### config.mk
export PLATFORM = sky130hd
export DESIGN_NAME = checked_int128_alu
export DESIGN_NICKNAME = d
export VERILOG_FILES = /design/src/rtl/core/ci128_pkg.sv /design/src/rtl/core/checked_int128_alu.sv /design/src/rtl/core/ci128_mul_cell.sv
export SDC_FILE = /design/constraint.sdc
export NUM_CORES = 2
export LEC_CHECK = 0
export BUFFER_PORTS_ARGS = -buffer_cell sky130_fd_sc_hd__buf_2
export CELL_PAD_IN_SITES_DETAIL_PLACEMENT = 0
export CELL_PAD_IN_SITES_GLOBAL_PLACEMENT = 1
export CORE_MARGIN = 4
export CORE_UTILIZATION = 47
export DETAILED_ROUTE_END_ITERATION = 7
export PLACE_DENSITY = 0.83
export SYNTH_ARGS = -nofsm -noshare
export SYNTH_HDL_FRONTEND = slang
export SYNTH_SLANG_ARGS = --single-unit
### constraint.sdc
create_clock -name clk_i -period 29.8 [get_ports clk_i]
set_clock_uncertainty 0.15 [all_clocks]
set_input_delay 8.94 -clock clk_i [delete_from_list [all_inputs] [get_ports clk_i]]
set_output_delay 8.94 -clock clk_i [all_outputs]
set_load 0.05 [all_outputs]
### src/rtl/core/ci128_pkg.sv
// shared types and codes of the checked 128-bit integer unit
// no dependencies; used by ci128_mul_cell and checked_int128_alu
`default_nettype none

package ci128_pkg;

  // operation codes of the action field
  typedef enum logic [2:0] {
    ACT_ADD128 = 3'd0,
    ACT_MUL128 = 3'd1,
    ACT_ADD64  = 3'd2,
    ACT_MUL64  = 3'd3,
    ACT_CMP128 = 3'd4
  } action_e;

  // status codes of a result beat
  typedef enum logic [1:0] {
    STAT_OK      = 2'd0,
    STAT_ADD_OVF = 2'd1,
    STAT_MUL_OVF = 2'd2
  } status_e;

  // compare outcome codes, two's complement
  localparam logic [1:0] ORD_LESS    = 2'b11;
  localparam logic [1:0] ORD_EQUAL   = 2'b00;
  localparam logic [1:0] ORD_GREATER = 2'b01;

  localparam int unsigned OpW   = 128;

  // control broadcast to every multiplier cell
  typedef struct packed {
    logic load;    // take new magnitudes, clear product
    logic step;    // one shift-and-add iteration
    logic add_en;  // current multiplier bit is set
  } cell_ctrl_t;

endpackage

`default_nettype wire

### src/rtl/core/checked_int128_alu.sv
// checked 128-bit integer unit: adds, compare, and a chained-cell shift-and-add multiplier
// depends on ci128_pkg and ci128_mul_cell
//
//  channel | direction | beat fields
//  in      | input     | action, left_high, left_low, right_high, right_low
//  out     | output    | sum_or_product_high, sum_or_product_low, status, order
//
// add, add64, compare and unused codes: result registered directly from the input beat.
// mul and mul64: a load, one shift-and-add step per multiplier bit up to its highest set bit
// (up to 128), a check that sees the multiplier empty or an overflow, then a sign fix-up that
// writes the result beat once the output is free.
// the multiplier row retires one bit per cycle; one item is in flight at a time.
// reset clears only control state; a stalled output holds its beat and blocks new input.
`default_nettype none

module checked_int128_alu #(
  parameter int unsigned CellW = 16  // slice width, 2 to 128, must divide 128
) (
  input  wire logic        clk_i,
  input  wire logic        rst_ni,
  input  wire logic        in_valid_i,
  output logic             in_stall_o,
  input  wire logic [2:0]  action_i,
  input  wire logic [63:0] left_high_i,
  input  wire logic [63:0] left_low_i,
  input  wire logic [63:0] right_high_i,
  input  wire logic [63:0] right_low_i,
  output logic             out_valid_o,
  input  wire logic        out_stall_i,
  output logic [63:0]      sum_or_product_high_o,
  output logic [63:0]      sum_or_product_low_o,
  output logic [1:0]       status_o,
  output logic signed [1:0] order_o
);

  localparam int unsigned NumCells = ci128_pkg::OpW / CellW;
  localparam int unsigned W = ci128_pkg::OpW;

  localparam logic [1:0] ST_IDLE = 2'd0;
  localparam logic [1:0] ST_MUL  = 2'd1;
  localparam logic [1:0] ST_FIX  = 2'd2;

  logic [1:0] state_q, state_d;
  logic       neg_q, neg_d;
  logic       is64_q, is64_d;
  logic       ovf_q, ovf_d;
  logic       out_valid_q, out_valid_d;

  logic [63:0] res_hi_q, res_hi_d;
  logic [63:0] res_lo_q, res_lo_d;
  logic [1:0]  res_st_q, res_st_d;
  logic [1:0]  res_ord_q, res_ord_d;
  logic        res_we;

  logic in_acc, out_free;

  // operand views
  logic [W-1:0] lft, rgt, lft_m, rgt_m, mul_l, mul_r;
  logic         l_neg, r_neg;

  // cell row
  ci128_pkg::cell_ctrl_t ctrl;
  logic [W-1:0]       a_all, b_all, p_all, s_all;
  logic [NumCells:0]  carry;

  // combinational add and compare operations
  logic [W-1:0]       add_s;
  logic               add_ovf;
  logic [63:0]        add64_s;
  logic               add64_ovf;
  logic               cmp_lt, cmp_eq;

  // multiply control
  logic [W-1:0] lim;
  logic         mul_ovf_now;
  logic [W-1:0] p_fix;
  logic         fit64;

  assign in_acc   = in_valid_i && !in_stall_o;
  assign out_free = !out_valid_q || !out_stall_i;
  assign in_stall_o = (state_q != ST_IDLE) || !out_free;

  assign lft = {left_high_i, left_low_i};
  assign rgt = {right_high_i, right_low_i};

  // sign-extended 64-bit operands feed the same multiplier
  always_comb begin
    if (action_i == ci128_pkg::ACT_MUL64) begin
      mul_l = {{64{left_low_i[63]}}, left_low_i};
      mul_r = {{64{right_low_i[63]}}, right_low_i};
    end else begin
      mul_l = lft;
      mul_r = rgt;
    end
  end
  assign l_neg = mul_l[W-1];
  assign r_neg = mul_r[W-1];
  assign lft_m = l_neg ? (~mul_l + W'(1)) : mul_l;
  assign rgt_m = r_neg ? (~mul_r + W'(1)) : mul_r;

  // 128-bit and 64-bit adds with overflow detection
  assign add_s     = lft + rgt;
  assign add_ovf   = (lft[W-1] == rgt[W-1]) && (add_s[W-1] != lft[W-1]);
  assign add64_s   = left_low_i + right_low_i;
  assign add64_ovf = ((left_low_i ^ add64_s) & (right_low_i ^ add64_s)) >> 63 != 64'd0;

  // signed compare
  assign cmp_lt = $signed(lft) < $signed(rgt);
  assign cmp_eq = lft == rgt;

  // product magnitude limit: 2^127 for negative, 2^127-1 otherwise
  assign lim = {neg_q, {(W-1){~neg_q}}};

  // overflow in the current iteration: add beyond limit or shift out of the top
  assign mul_ovf_now = (b_all[0] && (carry[NumCells] || (s_all > lim))) ||
                       ((b_all[W-1:1] != '0) && a_all[W-1]);

  // cell broadcast control
  always_comb begin
    ctrl.load   = 1'b0;
    ctrl.step   = 1'b0;
    ctrl.add_en = b_all[0];
    if (state_q == ST_IDLE) begin
      ctrl.load = in_acc && ((action_i == ci128_pkg::ACT_MUL128) ||
                             (action_i == ci128_pkg::ACT_MUL64));
    end else if (state_q == ST_MUL) begin
      ctrl.step = (b_all != '0) && !mul_ovf_now;
    end
  end

  // row of multiplier cells, carry and shift bits pass between neighbors
  assign carry[0] = 1'b0;
  for (genvar g = 0; g < NumCells; g++) begin : g_cell
    logic a_shin, b_shin;
    if (g == 0) begin : g_lo
      assign a_shin = 1'b0;
    end else begin : g_lo
      assign a_shin = a_all[g*CellW-1];
    end
    if (g == NumCells - 1) begin : g_hi
      assign b_shin = 1'b0;
    end else begin : g_hi
      assign b_shin = b_all[(g+1)*CellW];
    end
    ci128_mul_cell #(.Width(CellW)) u_cell (
      .clk_i    (clk_i),
      .ctrl_i   (ctrl),
      .a_ld_i   (lft_m[g*CellW +: CellW]),
      .b_ld_i   (rgt_m[g*CellW +: CellW]),
      .carry_i  (carry[g]),
      .a_shin_i (a_shin),
      .b_shin_i (b_shin),
      .carry_o  (carry[g+1]),
      .a_o      (a_all[g*CellW +: CellW]),
      .b_o      (b_all[g*CellW +: CellW]),
      .p_o      (p_all[g*CellW +: CellW]),
      .sum_o    (s_all[g*CellW +: CellW])
    );
  end

  // sign fix-up, zero product stays zero
  assign p_fix = (neg_q && (p_all != '0)) ? (~p_all + W'(1)) : p_all;
  assign fit64 = (p_fix[W-1:63] == '0) || (p_fix[W-1:63] == '1);

  // sequencer and result formation
  always_comb begin
    state_d     = state_q;
    neg_d       = neg_q;
    is64_d      = is64_q;
    ovf_d       = ovf_q;
    out_valid_d = out_valid_q && out_stall_i;
    res_we      = 1'b0;
    res_hi_d    = '0;
    res_lo_d    = '0;
    res_st_d    = ci128_pkg::STAT_OK;
    res_ord_d   = ci128_pkg::ORD_EQUAL;
    unique case (state_q)
      ST_IDLE: begin
        if (in_acc) begin
          unique case (action_i) inside
            ci128_pkg::ACT_ADD128: begin
              res_we = 1'b1;
              if (add_ovf) begin
                res_st_d = ci128_pkg::STAT_ADD_OVF;
              end else begin
                res_hi_d = add_s[W-1:64];
                res_lo_d = add_s[63:0];
              end
            end
            ci128_pkg::ACT_ADD64: begin
              res_we = 1'b1;
              if (add64_ovf) begin
                res_st_d = ci128_pkg::STAT_ADD_OVF;
              end else begin
                res_hi_d = {64{add64_s[63]}};
                res_lo_d = add64_s;
              end
            end
            ci128_pkg::ACT_CMP128: begin
              res_we = 1'b1;
              if (cmp_lt) begin
                res_ord_d = ci128_pkg::ORD_LESS;
              end else if (!cmp_eq) begin
                res_ord_d = ci128_pkg::ORD_GREATER;
              end
            end
            ci128_pkg::ACT_MUL128, ci128_pkg::ACT_MUL64: begin
              state_d = ST_MUL;
              neg_d   = l_neg != r_neg;
              is64_d  = action_i == ci128_pkg::ACT_MUL64;
              ovf_d   = 1'b0;
            end
            default: begin
              res_we = 1'b1;
            end
          endcase
        end
      end
      ST_MUL: begin
        if (b_all == '0) begin
          state_d = ST_FIX;
        end else if (mul_ovf_now) begin
          ovf_d   = 1'b1;
          state_d = ST_FIX;
        end
      end
      ST_FIX: begin
        if (out_free) begin
          res_we  = 1'b1;
          state_d = ST_IDLE;
          if (ovf_q || (is64_q && !fit64)) begin
            res_st_d = ci128_pkg::STAT_MUL_OVF;
          end else begin
            res_hi_d = p_fix[W-1:64];
            res_lo_d = p_fix[63:0];
          end
        end
      end
      default: begin
        state_d = ST_IDLE;
      end
    endcase
    if (res_we) begin
      out_valid_d = 1'b1;
    end
  end

  // control registers
  always_ff @(posedge clk_i or negedge rst_ni) begin
    if (!rst_ni) begin
      state_q     <= ST_IDLE;
      out_valid_q <= 1'b0;
      neg_q       <= 1'b0;
      is64_q      <= 1'b0;
      ovf_q       <= 1'b0;
    end else begin
      state_q     <= state_d;
      out_valid_q <= out_valid_d;
      neg_q       <= neg_d;
      is64_q      <= is64_d;
      ovf_q       <= ovf_d;
    end
  end

  // output beat register
  always_ff @(posedge clk_i) begin
    if (res_we) begin
      res_hi_q  <= res_hi_d;
      res_lo_q  <= res_lo_d;
      res_st_q  <= res_st_d;
      res_ord_q <= res_ord_d;
    end
  end

  assign out_valid_o           = out_valid_q;
  assign sum_or_product_high_o = res_hi_q;
  assign sum_or_product_low_o  = res_lo_q;
  assign status_o              = res_st_q;
  assign order_o               = res_ord_q;

  // a multiply in flight blocks new input
  a_busy_stall: assert property (@(posedge clk_i) disable iff (!rst_ni)
    (state_q != ST_IDLE) |-> in_stall_o)
    else $error("input taken while multiply busy");

  // overflow beats carry a zero result
  a_ovf_zero: assert property (@(posedge clk_i) disable iff (!rst_ni)
    (out_valid_q && (res_st_q != ci128_pkg::STAT_OK)) |->
      ((res_hi_q == '0) && (res_lo_q == '0) && (res_ord_q == ci128_pkg::ORD_EQUAL)))
    else $error("overflow beat with nonzero payload");

  // fix-up with a free output always produces a beat
  a_fix_out: assert property (@(posedge clk_i) disable iff (!rst_ni)
    ((state_q == ST_FIX) && out_free) |=> (out_valid_q && (state_q == ST_IDLE)))
    else $error("multiply result not delivered");

  // order is never the unused code
  a_order_code: assert property (@(posedge clk_i) disable iff (!rst_ni)
    out_valid_q |-> (res_ord_q != 2'b10))
    else $error("bad order code");

endmodule

`default_nettype wire

### src/rtl/core/ci128_mul_cell.sv
// one slice of the shift-and-add multiplier: multiplicand, multiplier and product bits
// depends on ci128_pkg (cell_ctrl_t)
`default_nettype none

module ci128_mul_cell #(
  parameter int unsigned Width = 16
) (
  input  wire logic                  clk_i,
  input  wire ci128_pkg::cell_ctrl_t ctrl_i,
  input  wire logic [Width-1:0]      a_ld_i,
  input  wire logic [Width-1:0]      b_ld_i,
  input  wire logic                  carry_i,
  input  wire logic                  a_shin_i,
  input  wire logic                  b_shin_i,
  output logic                       carry_o,
  output logic [Width-1:0]           a_o,
  output logic [Width-1:0]           b_o,
  output logic [Width-1:0]           p_o,
  output logic [Width-1:0]           sum_o
);

  logic [Width-1:0] a_q, a_d;
  logic [Width-1:0] b_q, b_d;
  logic [Width-1:0] p_q, p_d;
  logic [Width:0]   sum_full;

  // slice of the partial sum, carry ripples to the upper neighbor
  assign sum_full = {1'b0, p_q} + {1'b0, a_q} + {{Width{1'b0}}, carry_i};
  assign sum_o    = sum_full[Width-1:0];
  assign carry_o  = sum_full[Width];

  // next slice values
  always_comb begin
    a_d = a_q;
    b_d = b_q;
    p_d = p_q;
    if (ctrl_i.load) begin
      a_d = a_ld_i;
      b_d = b_ld_i;
      p_d = '0;
    end else if (ctrl_i.step) begin
      a_d = {a_q[Width-2:0], a_shin_i};
      b_d = {b_shin_i, b_q[Width-1:1]};
      if (ctrl_i.add_en) begin
        p_d = sum_full[Width-1:0];
      end
    end
  end

  always_ff @(posedge clk_i) begin
    a_q <= a_d;
    b_q <= b_d;
    p_q <= p_d;
  end

  assign a_o = a_q;
  assign b_o = b_q;
  assign p_o = p_q;

endmodule

`default_nettype wire
==> impl_metrics.csv <==
group,metric,value,unit
outcome,status,"complete, but fails checks",
outcome,violations,"DRC",
timing,slew_headroom,0.142,
setup_path,cpMostUsedCell,"o21ai_0",
power_and_ir_drop,power.density,96.2,nW/µm²
worst_hold_path,hold_path.class,"reg -> reg",
placement,dp.final_hpwl,194000,µm
clocking,clock_path_buffers,3,
setup_path,max_stage_delay,0.77,ns
grt,overflow,0,
floorplanning,coreArea,111000,µm²
grt,grt_use_total,0.391,
worst_hold_path,holdCritStartpoint,"g_cell[0].u_cell.p_o[13]$_SDFFE_PP0P_",
setup_path,reg2reg_from,"g_cell[0].u_cell.p_o[0]$_SDFFE_PP0P_",
power_and_ir_drop,ir_drop,0.0591,mV
clocking,cts_root_buf,"clkbuf_16",
setup_path,arrival,25.95,ns
placement,port-buffer-count,396,
logic_synthesis,synth_seq_area_share,0.274,
timing,timing.final.crit_share,0.868,
logic_synthesis,async_flop_share,0.0115,
final_layout,layout_commonest_cell,"nand2_1",
worst_hold_path,min_to,"g_cell[0].u_cell.p_o[13]$_SDFFE_PP0P_",
clocking,numCtsBuffers,66,
floorplanning,ios,397,
grt,first_global_vias,48800,
grt,grt_max_degree,194,
clocking,postCtsHoldBufs,0,
detailed_routing,drc,1,
clocking,worst_skew_pair.late_latency,0.68,ns
grt,grt_pass1_wl,339000,µm
clocking,cts.clk_slew.worst_paths,0.06,ns
floorplanning,die_x,342,µm
clocking,htree_levels,3,
detailed_routing,drt-pass1-iter-count,8,
logic_synthesis,synth_flop_cell,"edfxtp_1",
setup_path,reg2regPathDepth,123,
setup_path,required,29.90,ns
clocking,cts_setup_buffers,0,
timing,tns,0,ns
worst_hold_path,whs_path_depth,2,
logic_synthesis,synth_seq_cells,522,
logic_synthesis,syn_nets,7364,
placement,place_congestion,1.04,
placement,dp_cells,8175,
detailed_routing,drtAntennaViolNets,0,
setup_path,path_class,"reg -> reg",
detailed_routing,drtIter0Drc,8288,
floorplanning,die_y,342,µm
placement,place_ws,4.36,ns
timing,fmax,0.0387,GHz
logic_synthesis,netlist_instances,6578,
detailed_routing,via_count,54200,
timing,setup_ws,3.95,ns
final_layout,final_cell_mix,"733 x nand2_1, 605 x o21ai_0, 507 x ha_1",
setup_path,cp_max_fo,60,
detailed_routing,detail_route.vias_per_cell,6.52,
logic_synthesis,netlist_area,52500,µm²
floorplanning,start_util,0.474,
clocking,cts.repair.resized,0,
power_and_ir_drop,leakage,23.3,nW
logic_synthesis,synth.avg_cell_area,7.98,µm²
setup_path,reg2reg_to,"g_cell[7].u_cell.b_o[11]$_DFFE_PP_",
power_and_ir_drop,power,5.56,mW
floorplanning,rows,122,
setup_path,endpoint_kind,"flip-flop",
setup_path,crit_path_start,"g_cell[0].u_cell.p_o[0]$_SDFFE_PP0P_",
detailed_routing,wire_per_inst,28.8,µm
final_layout,fillers,10900,
run,cap_violations,0,
setup_path,rrSetupSlack,3.95,ns
final_layout,area_growth,10.1,%
logic_synthesis,synth-edff-count,388,
setup_path,start_kind,"flip-flop",
timing,finalMaxSlewViolations,0,
timing,setup_viol,0,
clocking,cts_tree,"yes",
timing,rsz0062_at_grt,"no",
logic_synthesis,yosysWarnings,0,
final_layout,post-route-util,0.522,
logic_synthesis,ys_types,89,
timing,final-hold-violation-count,0,
clocking,numClockSinks,522,
final_layout,drive_above_1_share,0.102,
detailed_routing,totalWireLength,239000,µm
grt,antenna_found_initial,35,
setup_path,slowest_stage,"or2_4",
floorplanning,die_area,117000,µm²
final_layout,final_cells,8320,
final_layout,layout.nets,7541,
timing,worst_pin_slew,1.28,ns
timing,period_minus_slack,25.85,ns
## report_power, final
part	total (mW)	switching, mW	internal [mW]
registers	1.27	0.287	0.982
logic	3.44	2.32	1.12
clock network	0.857	0.372	0.485
## layer usage
layer,part of all wire,track usage,up-vias
met1,0.44,0.593,26000
met5,0,0,-
met4,0.038,0.145,0
li1,-,-,24500
met3,0.13,0.0946,411
met2,0.39,0.530,3277
## how the worst max path moves through the flow
| stage | endpoint | slack, ns | cells after the start |
|---|---|---|---|
| 5_1_grt | g_cell[7].u_cell.b_o[9]$_DFFE_PP_ | 1.84 | 123 |
| 3_3_place_gp | g_cell[6].u_cell.a_o[15]$_DFFE_PP_ | 4.84 | 123 |
| 6_report | g_cell[7].u_cell.b_o[11]$_DFFE_PP_ | 3.95 | 123 |
| 3_5_place_dp | g_cell[6].u_cell.a_o[15]$_DFFE_PP_ | 4.36 | 123 |
| 4_1_cts | g_cell[7].u_cell.b_o[9]$_DFFE_PP_ | 4.15 | 123 |
| 2_1_floorplan | g_cell[0].u_cell.a_o[0]$_SDFFCE_PN0P_ | 5.52 | 122 |
## synth_stat cells (83+ instances only)
cell type	number	area (µm²)
nor3_1	175	876
ha_1	507	6340
a21oi_1	490	2450
nor4_1	179	1120
nand3_1	159	796
o21bai_1	83	623
edfxtp_1	388	11700
xor2_1	173	1520
nand2_1	737	2770
xnor2_1	406	3560
o31ai_1	127	953
inv_1	383	1440
clkbuf_1	310	1160
o21ai_0	605	3030
a21o_1	100	751
nand4_1	146	913
dfxtp_1	128	2560
nor2_1	457	1720
## critical path: cells and delay by family (launching register included)
| kind | cells | cell delay [ns] |
|---|---|---|
| xor gates and xnor gates | 1 | 0.15 |
| and+or+nand+nor | 36 | 5.92 |
| AOI/OAI and AO/OA | 65 | 10.91 |
| DFF | 1 | 0.37 |
| adders and majority gates | 17 | 6.71 |
| buffers and inverters | 4 | 0.95 |
## flip-flops by register name (all words and copies together) (netlist names)
signal                 flops
ovf_q                      1
status_o                   2
g_cell.u_cell.b_o        128
sum_or_product_high_o     64
g_cell.u_cell.a_o        128
sum_or_product_low_o      64
neg_q                      1
order_o                    2
g_cell.u_cell.p_o        128
out_valid_o                1
is64_q                     1
state_q                    2
## metrics by stage
stage	hold WS (ns)	cell area (µm²)
4_1_cts	0.382	57800
6_report	0.387	57800
5_1_grt	0.411	57800
3_5_place_dp	0.373	55500
2_1_floorplan	0.301	52500
3_3_place_gp	0.337	55500
## cell type report
class | count | area (µm²) | area share
diodes | 24 | 60.1 | 0.00104
clock buffers | 79 | 1720 | 0.0297
clock inverters | 42 | 551 | 0.00952
inverters | 384 | 1440 | 0.0249
multi-input cells | 5331 | 35400 | 0.613
flip-flops and latches | 522 | 14400 | 0.248
well taps | 1488 | 1860 | 0.0322
repair buffers | 450 | 2400 | 0.0415
## cells by family (layout without fill, tap and decap cells)
kind of cell / Yosys count / count (layout) / share of synthesized area
AOI/OAI and AO/OA: 1938 / 1938 / 0.234
xor gates and xnor gates: 579 / 579 / 0.0966
adders and majority gates: 523 / 523 / 0.127
buffers and inverters: 725 / 955 / 0.0535
DFF: 522 / 522 / 0.274
muxes: 21 / 21 / 0.00405
other: 0 / 24 / 0
and+or+nand+nor: 2270 / 2270 / 0.212
(Power assumes the default switching activity.)
